### config.mk
export PLATFORM = sky130hd
export DESIGN_NAME = motion_report_frame_builder
export DESIGN_NICKNAME = d
export VERILOG_FILES = /design/src/rtl/mrfb_pkg.sv /design/src/rtl/mrfb_queue.sv /design/src/rtl/mrfb_front.sv /design/src/rtl/mrfb_back.sv /design/src/rtl/motion_report_frame_builder.sv
export SDC_FILE = /design/constraint.sdc
export NUM_CORES = 1
export LEC_CHECK = 0
export ABC_AREA = 1
export ABC_CLOCK_PERIOD_IN_PS = 10500
export BUFFER_PORTS_ARGS = -buffer_cell sky130_fd_sc_hd__buf_2
export CELL_PAD_IN_SITES_DETAIL_PLACEMENT = 1
export CELL_PAD_IN_SITES_GLOBAL_PLACEMENT = 1
export CORE_UTILIZATION = 45
export CTS_BUF_LIST = sky130_fd_sc_hd__clkbuf_8
export CTS_CLUSTER_SIZE = 25
export DETAILED_ROUTE_END_ITERATION = 7
export PLACE_DENSITY_LB_ADDON = 0.1
export SETUP_SLACK_MARGIN = 0.5
export SLEW_MARGIN = 20
export SYNTH_ARGS = -nofsm -noshare
export SYNTH_HDL_FRONTEND = slang
export SYNTH_HIERARCHICAL = 1
export SYNTH_SLANG_ARGS = --single-unit
### constraint.sdc
create_clock -name clk -period 10.5 [get_ports clk]
set_input_delay 1.05 -clock clk [delete_from_list [all_inputs] [get_ports clk]]
set_output_delay 1.05 -clock clk [all_outputs]
set_load 0.01 [all_outputs]
### src/rtl/mrfb_pkg.sv
// Package for the motion report frame builder: frame constants, default
// sizes and the job record passed from the front end to the byte sequencer.
// No dependencies.
`default_nettype none

package mrfb_pkg;

  // Default sizes handed to the top-level parameters
  localparam int CHANNELS_DEF    = 9;
  localparam int QUEUE_DEPTH_DEF = 4;

  // Frame bytes
  localparam logic [7:0] HDR_SYNC0  = 8'hA5;
  localparam logic [7:0] HDR_SYNC1  = 8'h5A;
  localparam logic [7:0] HDR_LENGTH = 8'(14 + 8);
  localparam logic [7:0] HDR_TYPE   = 8'hA2;
  localparam logic [7:0] SUM_START  = 8'(8'haF + 9);
  localparam logic [7:0] FRAME_TAIL = 8'hAA;

  // Offset applied to negative averages before sending
  localparam logic [15:0] NEG_OFFSET = 16'(32768);

  // One accepted sample, classified and averaged
  typedef struct packed {
    logic        first;  // first channel: header goes out ahead of the data
    logic        last;   // last channel: checksum and tail follow the data
    logic [15:0] code;   // coded average, high byte then low byte
  } job_t;

endpackage

`default_nettype wire

### src/rtl/mrfb_queue.sv
// Small register queue carrying jobs from the front end to the sequencer.
// Depends on mrfb_pkg (job_t).
`default_nettype none

module mrfb_queue
  import mrfb_pkg::*;
#(
  parameter int DEPTH = QUEUE_DEPTH_DEF
) (
  input  wire logic clk,
  input  wire logic rst_n,
  input  wire logic wr_en,
  input  wire job_t wr_data,
  output logic      full,
  input  wire logic rd_en,
  output job_t      rd_data,
  output logic      not_empty
);

  localparam int PTR_W = (DEPTH > 1) ? $clog2(DEPTH) : 1;
  localparam int CNT_W = $clog2(DEPTH + 1);
  localparam logic [PTR_W-1:0] PTR_LAST = PTR_W'(DEPTH - 1);
  localparam logic [CNT_W-1:0] CNT_FULL = CNT_W'(DEPTH);

  job_t             slot_r [DEPTH];
  logic [PTR_W-1:0] wr_ptr_r, wr_ptr_nxt;
  logic [PTR_W-1:0] rd_ptr_r, rd_ptr_nxt;
  logic [CNT_W-1:0] count_r, count_nxt;
  logic             do_wr, do_rd;

  assign full      = (count_r == CNT_FULL);
  assign not_empty = (count_r != '0);
  assign rd_data   = slot_r[rd_ptr_r];
  assign do_wr     = wr_en && !full;
  assign do_rd     = rd_en && not_empty;

  // pointer and count update
  always_comb begin
    wr_ptr_nxt = wr_ptr_r;
    rd_ptr_nxt = rd_ptr_r;
    count_nxt  = count_r;
    if (do_wr) begin
      wr_ptr_nxt = (wr_ptr_r == PTR_LAST) ? '0 : wr_ptr_r + 1'b1;
    end
    if (do_rd) begin
      rd_ptr_nxt = (rd_ptr_r == PTR_LAST) ? '0 : rd_ptr_r + 1'b1;
    end
    if (do_wr && !do_rd) begin
      count_nxt = count_r + 1'b1;
    end else if (do_rd && !do_wr) begin
      count_nxt = count_r - 1'b1;
    end
  end

  always_ff @(posedge clk) begin
    if (!rst_n) begin
      wr_ptr_r <= '0;
      rd_ptr_r <= '0;
      count_r  <= '0;
    end else begin
      wr_ptr_r <= wr_ptr_nxt;
      rd_ptr_r <= rd_ptr_nxt;
      count_r  <= count_nxt;
    end
  end

  // storage, no reset needed
  always_ff @(posedge clk) begin
    if (do_wr) begin
      slot_r[wr_ptr_r] <= wr_data;
    end
  end

endmodule

`default_nettype wire

### src/rtl/mrfb_front.sv
// Front end: accepts samples, tracks the channel, updates the per-channel
// running average and writes a coded job. Depends on mrfb_pkg.
`default_nettype none

module mrfb_front
  import mrfb_pkg::*;
#(
  parameter int CHANNELS = CHANNELS_DEF
) (
  input  wire logic        clk,
  input  wire logic        rst_n,
  input  wire logic        accept,
  input  wire logic [15:0] sample,
  output job_t             job
);

  localparam int IDX_W = (CHANNELS > 1) ? $clog2(CHANNELS) : 1;
  localparam logic [IDX_W-1:0] IDX_LAST = IDX_W'(CHANNELS - 1);

  logic [15:0]      avg_r [CHANNELS];
  logic [IDX_W-1:0] idx_r, idx_nxt;
  logic [16:0]      sum_w, adj_w;
  logic [15:0]      avg_w;

  // (old + new) / 2 truncated toward zero: bump odd negatives before shift
  always_comb begin
    sum_w = {avg_r[idx_r][15], avg_r[idx_r]} + {sample[15], sample};
    adj_w = sum_w + {16'b0, sum_w[16] & sum_w[0]};
    avg_w = adj_w[16:1];
  end

  // job record for the sequencer
  always_comb begin
    job.first = (idx_r == '0);
    job.last  = (idx_r == IDX_LAST);
    job.code  = avg_w[15] ? (NEG_OFFSET - avg_w) : avg_w;
  end

  assign idx_nxt = (idx_r == IDX_LAST) ? '0 : idx_r + 1'b1;

  // channel counter and averages
  always_ff @(posedge clk) begin
    if (!rst_n) begin
      idx_r <= '0;
      for (int i = 0; i < CHANNELS; i++) begin
        avg_r[i] <= '0;
      end
    end else if (accept) begin
      idx_r        <= idx_nxt;
      avg_r[idx_r] <= avg_w;
    end
  end

endmodule

`default_nettype wire

### src/rtl/mrfb_back.sv
// Back end: walks each job through its frame bytes, keeps the checksum and
// holds the result register. Depends on mrfb_pkg.
`default_nettype none

module mrfb_back
  import mrfb_pkg::*;
(
  input  wire logic       clk,
  input  wire logic       rst_n,
  input  wire job_t       head,
  input  wire logic       head_valid,
  output logic            head_pop,
  output logic            empty,
  input  wire logic       pop,
  output logic [7:0]      tx_byte,
  output logic            frame_end,
  output logic            run_last
);

  // byte position within a job; codes run in send order
  localparam logic [3:0] PH_HDR0 = 4'd0;
  localparam logic [3:0] PH_HDR1 = 4'd1;
  localparam logic [3:0] PH_HDR2 = 4'd2;
  localparam logic [3:0] PH_HDR3 = 4'd3;
  localparam logic [3:0] PH_HI   = 4'd4;
  localparam logic [3:0] PH_LO   = 4'd5;
  localparam logic [3:0] PH_SUM  = 4'd6;
  localparam logic [3:0] PH_END  = 4'd7;
  localparam logic [3:0] PH_NEW  = 4'd8;

  logic [3:0] phase_r, phase_nxt, ph;
  logic [7:0] sum_r, sum_nxt;
  logic [7:0] byte_w;
  logic       emit, job_done;
  logic       valid_r;
  logic [7:0] byte_r;
  logic       fe_r, rl_r;

  // a fresh job starts at the header or straight at its data
  assign ph   = (phase_r == PH_NEW) ? (head.first ? PH_HDR0 : PH_HI) : phase_r;
  assign emit = head_valid && (!valid_r || pop);
  assign job_done = (ph == PH_END) || ((ph == PH_LO) && !head.last);
  assign head_pop = emit && job_done;

  // byte select
  always_comb begin
    unique case (ph)
      PH_HDR0: byte_w = HDR_SYNC0;
      PH_HDR1: byte_w = HDR_SYNC1;
      PH_HDR2: byte_w = HDR_LENGTH;
      PH_HDR3: byte_w = HDR_TYPE;
      PH_HI:   byte_w = head.code[15:8];
      PH_LO:   byte_w = head.code[7:0];
      PH_SUM:  byte_w = sum_r;
      PH_END:  byte_w = FRAME_TAIL;
      default: byte_w = FRAME_TAIL;
    endcase
  end

  // sequencing and checksum
  always_comb begin
    phase_nxt = phase_r;
    sum_nxt   = sum_r;
    if (emit) begin
      phase_nxt = job_done ? PH_NEW : ph + 1'b1;
      if (ph == PH_HI || ph == PH_LO) begin
        sum_nxt = sum_r + byte_w;
      end else if (ph == PH_END) begin
        sum_nxt = SUM_START;
      end
    end
  end

  always_ff @(posedge clk) begin
    if (!rst_n) begin
      phase_r <= PH_NEW;
      sum_r   <= SUM_START;
      valid_r <= 1'b0;
    end else begin
      phase_r <= phase_nxt;
      sum_r   <= sum_nxt;
      if (emit) begin
        valid_r <= 1'b1;
      end else if (pop) begin
        valid_r <= 1'b0;
      end
    end
  end

  // result register payload
  always_ff @(posedge clk) begin
    if (emit) begin
      byte_r <= byte_w;
      fe_r   <= (ph == PH_END);
      rl_r   <= job_done;
    end
  end

  assign empty     = !valid_r;
  assign tx_byte   = byte_r;
  assign frame_end = fe_r;
  assign run_last  = rl_r;

`ifndef SYNTHESIS
  // the frame tail always closes the run of its sample
  a_end_is_run_last: assert property (@(posedge clk) disable iff (!rst_n)
    valid_r && fe_r |-> rl_r)
    else $error("frame tail without run_last");

  // checksum restarts after the tail transfer is produced
  a_sum_restart: assert property (@(posedge clk) disable iff (!rst_n)
    emit && (ph == PH_END) |=> (sum_r == SUM_START) && (phase_r == PH_NEW))
    else $error("checksum not restarted after frame tail");

  // a middle channel job is released after its low byte
  a_mid_release: assert property (@(posedge clk) disable iff (!rst_n)
    emit && (ph == PH_LO) && !head.last |-> head_pop)
    else $error("job not released after low byte");

  // a released job leaves the sequencer ready for a fresh one
  a_new_after_pop: assert property (@(posedge clk) disable iff (!rst_n)
    head_pop |=> (phase_r == PH_NEW))
    else $error("sequencer not reset after job release");
`endif

endmodule

`default_nettype wire

### src/rtl/motion_report_frame_builder.sv
// Motion report frame builder, top level: front end, job queue and byte
// sequencer. Depends on mrfb_pkg, mrfb_front, mrfb_queue, mrfb_back.
//
// Usage:
//   Input channel: in_sample is taken on a clock edge with push high and
//   full low. Samples arrive in channel order, CHANNELS per frame.
//   Result channel: while empty is low, out_tx_byte, out_frame_end and
//   out_run_last show the oldest byte; it is taken on an edge with pop high.
//   Each sample yields 2 data bytes; the first channel adds 4 header bytes
//   ahead, the last channel adds the checksum and the 0xAA tail.
//   The first byte of a sample becomes visible once it has passed the job
//   queue and then the result register.
//   Throughput: the sequencer sends one byte per cycle while a job is queued
//   and the receiver keeps popping; a 9-channel frame is 24 bytes. The
//   front end takes a sample per cycle while the QUEUE_DEPTH job queue has
//   room; full rises when it fills.
//   Reset (rst_n low, synchronous) clears the channel averages, the channel
//   counter, the checksum, the job queue and the result register.
//   When the receiver holds pop low, the result register holds its byte,
//   the sequencer stops, and the job queue then fills and raises full.
`default_nettype none

module motion_report_frame_builder
  import mrfb_pkg::*;
#(
  parameter int CHANNELS    = CHANNELS_DEF,
  parameter int QUEUE_DEPTH = QUEUE_DEPTH_DEF
) (
  input  wire logic        clk,
  input  wire logic        rst_n,
  input  wire logic        push,
  output logic             full,
  input  wire logic [15:0] in_sample,
  output logic             empty,
  input  wire logic        pop,
  output logic [7:0]       out_tx_byte,
  output logic             out_frame_end,
  output logic             out_run_last
);

  job_t new_job, head_job;
  logic accept, head_valid, head_pop;

  assign accept = push && !full;

  // averaging and classification
  mrfb_front #(
    .CHANNELS (CHANNELS)
  ) u_front (
    .clk    (clk),
    .rst_n  (rst_n),
    .accept (accept),
    .sample (in_sample),
    .job    (new_job)
  );

  // decoupling queue
  mrfb_queue #(
    .DEPTH (QUEUE_DEPTH)
  ) u_queue (
    .clk       (clk),
    .rst_n     (rst_n),
    .wr_en     (accept),
    .wr_data   (new_job),
    .full      (full),
    .rd_en     (head_pop),
    .rd_data   (head_job),
    .not_empty (head_valid)
  );

  // byte sequencer and result register
  mrfb_back u_back (
    .clk        (clk),
    .rst_n      (rst_n),
    .head       (head_job),
    .head_valid (head_valid),
    .head_pop   (head_pop),
    .empty      (empty),
    .pop        (pop),
    .tx_byte    (out_tx_byte),
    .frame_end  (out_frame_end),
    .run_last   (out_run_last)
  );

endmodule

`default_nettype wire
==> reports/metrics.csv <==
stage,metric,value,unit
place,IO Port Bufs,31,
power_and_ir_drop,P_int,3180,uW
power_and_ir_drop,leakage,0.00789,uW
final_layout,nets,1890,
hold_path,worst min path class,flip-flop to flip-flop,
timing,fmax,157,MHz
power_and_ir_drop,sequential share of power,38.1,%
power_and_ir_drop,pwr/cell area,277,nW/um^2
timing,unrepaired setup endpoints after global routing,no,
routing,drt via density,5.54,
logic_synthesis,Yosys reg bits,368,
clocking,Hold Buf Count CTS,0,
logic_synthesis,sequential share of the synthesized area,59.2,%
clocking,clk buf depth,3,
clocking,H-tree depth,2,
logic_synthesis,yosys warns,6,
floorplanning,CORE AREA,39700,um^2
job,max-cap check violation count,0,
final_layout,register area,10800,um^2
logic_synthesis,cell count after synthesis,1789,
timing,Slew HR,27.6,%
routing,detailed-route via count,13318,
critical_path,CP max FO,76,
final_layout,Layout Utilization,50.0,%
critical_path,WP data arrival,6.77,ns
clocking,CTS resizes,0,
logic_synthesis,post-synth net total,1852,
timing,Tightest Pin Transition,1.08,ns
final_layout,share of cells above drive strength 1,11.5,%
timing,Min Hold Slack,0.515,ns
timing,clk_skew,0.0429,ns
logic_synthesis,post-synthesis xor/xnor area fraction,0.868,%
timing,final worst path period need,6.38,ns
grt,vias in the first global route,13811,
power_and_ir_drop,clock share of power,20.9,%
critical_path,"Slowest-stage cell, CP",buf_4,
routing,Iter 0 DRT Violations,881,
timing,setup TNS,0,ns
timing,crit share post-route,60.8,%
clocking,clk sinks,368,
power_and_ir_drop,Pwr Total,5500,uW
power_and_ir_drop,sw power,2320,uW
logic_synthesis,simple-gate share of the synthesized area,16.8,%
clocking,CTS tree,done,
power_and_ir_drop,Comb pwr share,41.0,%
routing,Residual DRC,0,
clocking,Clock Latency Late Sink,0.68,ns
critical_path,critical path capture point type,flip-flop,
critical_path,critical path's top delay family,simple AND/OR/NAND/NOR gates,
final_layout,area delta synth->final,9.33,%
clocking,Num CTS Buffers,60,
grt,total global routing overflow,0,
logic_synthesis,Synth Area in Compound Gates,10.1,%
clocking,clock slew at reported path FFs,0.06,ns
floorplanning,initial core utilization,45.7,%
power_and_ir_drop,sw frac,42.2,%
critical_path,CP required,10.88,ns
logic_synthesis,largest family of logic cells by synthesized area,simple AND/OR/NAND/NOR gates,
logic_synthesis,multiplexer share of the synthesized area,3.53,%
grt,first-pass GRT wire length,80.8,mm
logic_synthesis,ys async rst share,0,%
grt,GRT Total Usage,26.3,%
grt,largest net degree at the start of global routing,77,
logic_synthesis,synthesized area per cell,10.2,um^2
critical_path,crit path launch type,flip-flop,
floorplanning,die width,203,um
routing,wire per inst,22.1,um
final_layout,fill cell count,4435,
critical_path,Critical path buffers and inverters,4,
floorplanning,DIE AREA,41200,um^2
timing,Hold Fails Final Rpt,0,
floorplanning,die height,203,um
timing,Final Max Tran Viols,0,
grt,initial antenna violation count,3,
critical_path,CP Class,flip-flop to flip-flop,
clocking,CTS Root Cell,clkbuf_8,
floorplanning,I/O Pins,32,
logic_synthesis,top_reg_cell synth,edfxtp_1,
timing,final setup margin,4.12,ns
logic_synthesis,adder-cell share of the synthesized area,3.09,%
logic_synthesis,Unique masters post-synth,52,
place,routability cong.,0.863,
power_and_ir_drop,worst vdd ir,0.128,mV
logic_synthesis,number of flops mapped to enable cells by yosys,338,
routing,DRT Pass-1 Iters,5,
critical_path,cell mode on critical path,nand2_1,
logic_synthesis,Synth Cell Area,18200,um^2
critical_path,critical path's largest stage delay,0.80,ns
place,Setup WS pre-CTS,4.08,ns
routing,Routed Antenna Nets,0,
floorplanning,number of core rows,73,
routing,Routed WL,53.2,mm
final_layout,Multi-input gate area,6250,um^2
timing,final setup violation count,0,
status,run status,finished clean,
place,DP HPWL,35.2,mm
clocking,setup bufs post-CTS,0,
## stage by stage
| step | instances | cell area (um^2) |
|---|---|---|
| 3_3_place_gp | 2290 | 18800 |
| 5_1_grt | 2400 | 19900 |
| 2_1_floorplan | 1789 | 18200 |
| 6_report | 2402 | 19900 |
| 3_5_place_dp | 2290 | 18800 |
| 4_1_cts | 2400 | 19900 |
## worst paths after layout
check | endpoint | cells past startpoint | slack, ns | from
hold reg to reg | u_back/sum_r[0] | 2 | 0.52 | u_back/sum_r[0]
hold / removal | u_back/sum_r[0] | 2 | 0.52 | u_back/sum_r[0]
setup reg to reg | u_queue/slot_r[1][15] | 30 | 4.12 | flip-flop
setup / recovery | u_queue/slot_r[1][15] | 30 | 4.12 | flip-flop
## synthesized netlist by cell type, types with 3 or more instances
cell type / n / share of area [%]
nand2_1: 260 / 5.4
xor2_1: 16 / 0.77
buf_2: 7 / 0.19
nand3_1: 87 / 2.4
nand2_2: 23 / 0.79
nand3b_1: 3 / 0.12
nor2_4: 6 / 0.37
mux2i_1: 64 / 3.5
fa_1: 3 / 0.33
nand3_2: 9 / 0.50
and2_1: 3 / 0.10
buf_1: 10 / 0.21
o22ai_1: 18 / 0.62
a21oi_1: 91 / 2.5
nor2_2: 16 / 0.55
buf_4: 6 / 0.25
o211ai_1: 64 / 2.6
dfxtp_1: 30 / 3.3
clkinv_1: 4 / 0.083
nor3_1: 8 / 0.22
buf_6: 8 / 0.50
nand4_1: 23 / 0.79
o21ai_0: 102 / 2.8
inv_2: 15 / 0.31
edfxtp_1: 338 / 56
clkbuf_1: 44 / 0.91
o21ai_1: 21 / 0.58
ha_1: 40 / 2.8
nor2_1: 253 / 5.2
inv_1: 189 / 3.9
## cell usage in the layout (no fill, tap or decap), drive strengths merged, types with 2 or more instances in the layout
cell type    n
o211ai      64
dfxtp       30
xor2        16
o31ai        2
xnor2        2
buf         51
nand3b       3
nor2       275
mux2i       64
nand4       23
nand2      285
or2          2
inv        232
o22ai       18
fa           3
o21ai      126
clkinv      26
nor3         8
and2         3
clkbuf      61
ha          40
diode        2
edfxtp     338
nand3       97
a21oi       92
a22o         2
## kinds of logic (layout without fill, tap and decap cells)
| group | after synthesis | count (layout) |
|---|---|---|
| xor gates and xnor gates | 18 | 18 |
| muxes | 64 | 64 |
| AOI/OAI and AO/OA | 313 | 313 |
| other | 0 | 2 |
| buffers and inverters | 286 | 372 |
| adders and majority gates | 43 | 43 |
| DFF | 368 | 368 |
| and+or+nand+nor | 697 | 697 |
## power groups by stage
stage                     clock network, uW  registers, uW  logic (uW)
after floorplan                           0           2100        1550
after global placement                    0           2120        2180
after detailed placement                  0           2130        2250
after CTS                              1180           2100        2260
after global routing                   1240           2120        2510
final                                  1150           2100        2260
## worst register-to-register path: cells and delay by family (launching register included)
family	cells	cell delay, ns
and+or+nand+nor	18	2.41
DFF	1	0.76
buffers and inverters	4	1.23
adders and majority gates	2	0.56
AOI/OAI and AO/OA	6	1.17
## cell type report
type / instances / share of cell area [%]
Clock inverter: 49 / 1.21
Clock buffer: 61 / 4.23
Tap cell: 525 / 3.31
Timing Repair Buffer: 51 / 1.54
Sequential cell: 368 / 54.2
Antenna cell: 2 / 0.0252
Multi-Input combinational cell: 1135 / 31.5
Inverter: 211 / 4.04
## registers in the layout (all words and copies together) (netlist names), 2 cells and up, named ones only
register and count:
u_queue/rd_ptr_r 2, u_front/avg_r 256, u_back/phase_r 4, u_back/tx_byte 8, u_queue/slot_r 72, u_front/idx_r 4, u_queue/wr_ptr_r 2, u_queue/count_r 3
u_back/sum_r 8
## routing by layer
metal | global-route usage [%] | up-vias | part of all wire [%]
li1 | - | 6241 | -
met2 | 44.7 | 290 | 49
met4 | 9.40 | 2 | 3.0
met3 | 4.24 | 104 | 4.7
met1 | 34.0 | 6681 | 44
met5 | 0 | - | 0.024
Note: power is estimated with default switching activity, not from simulation.
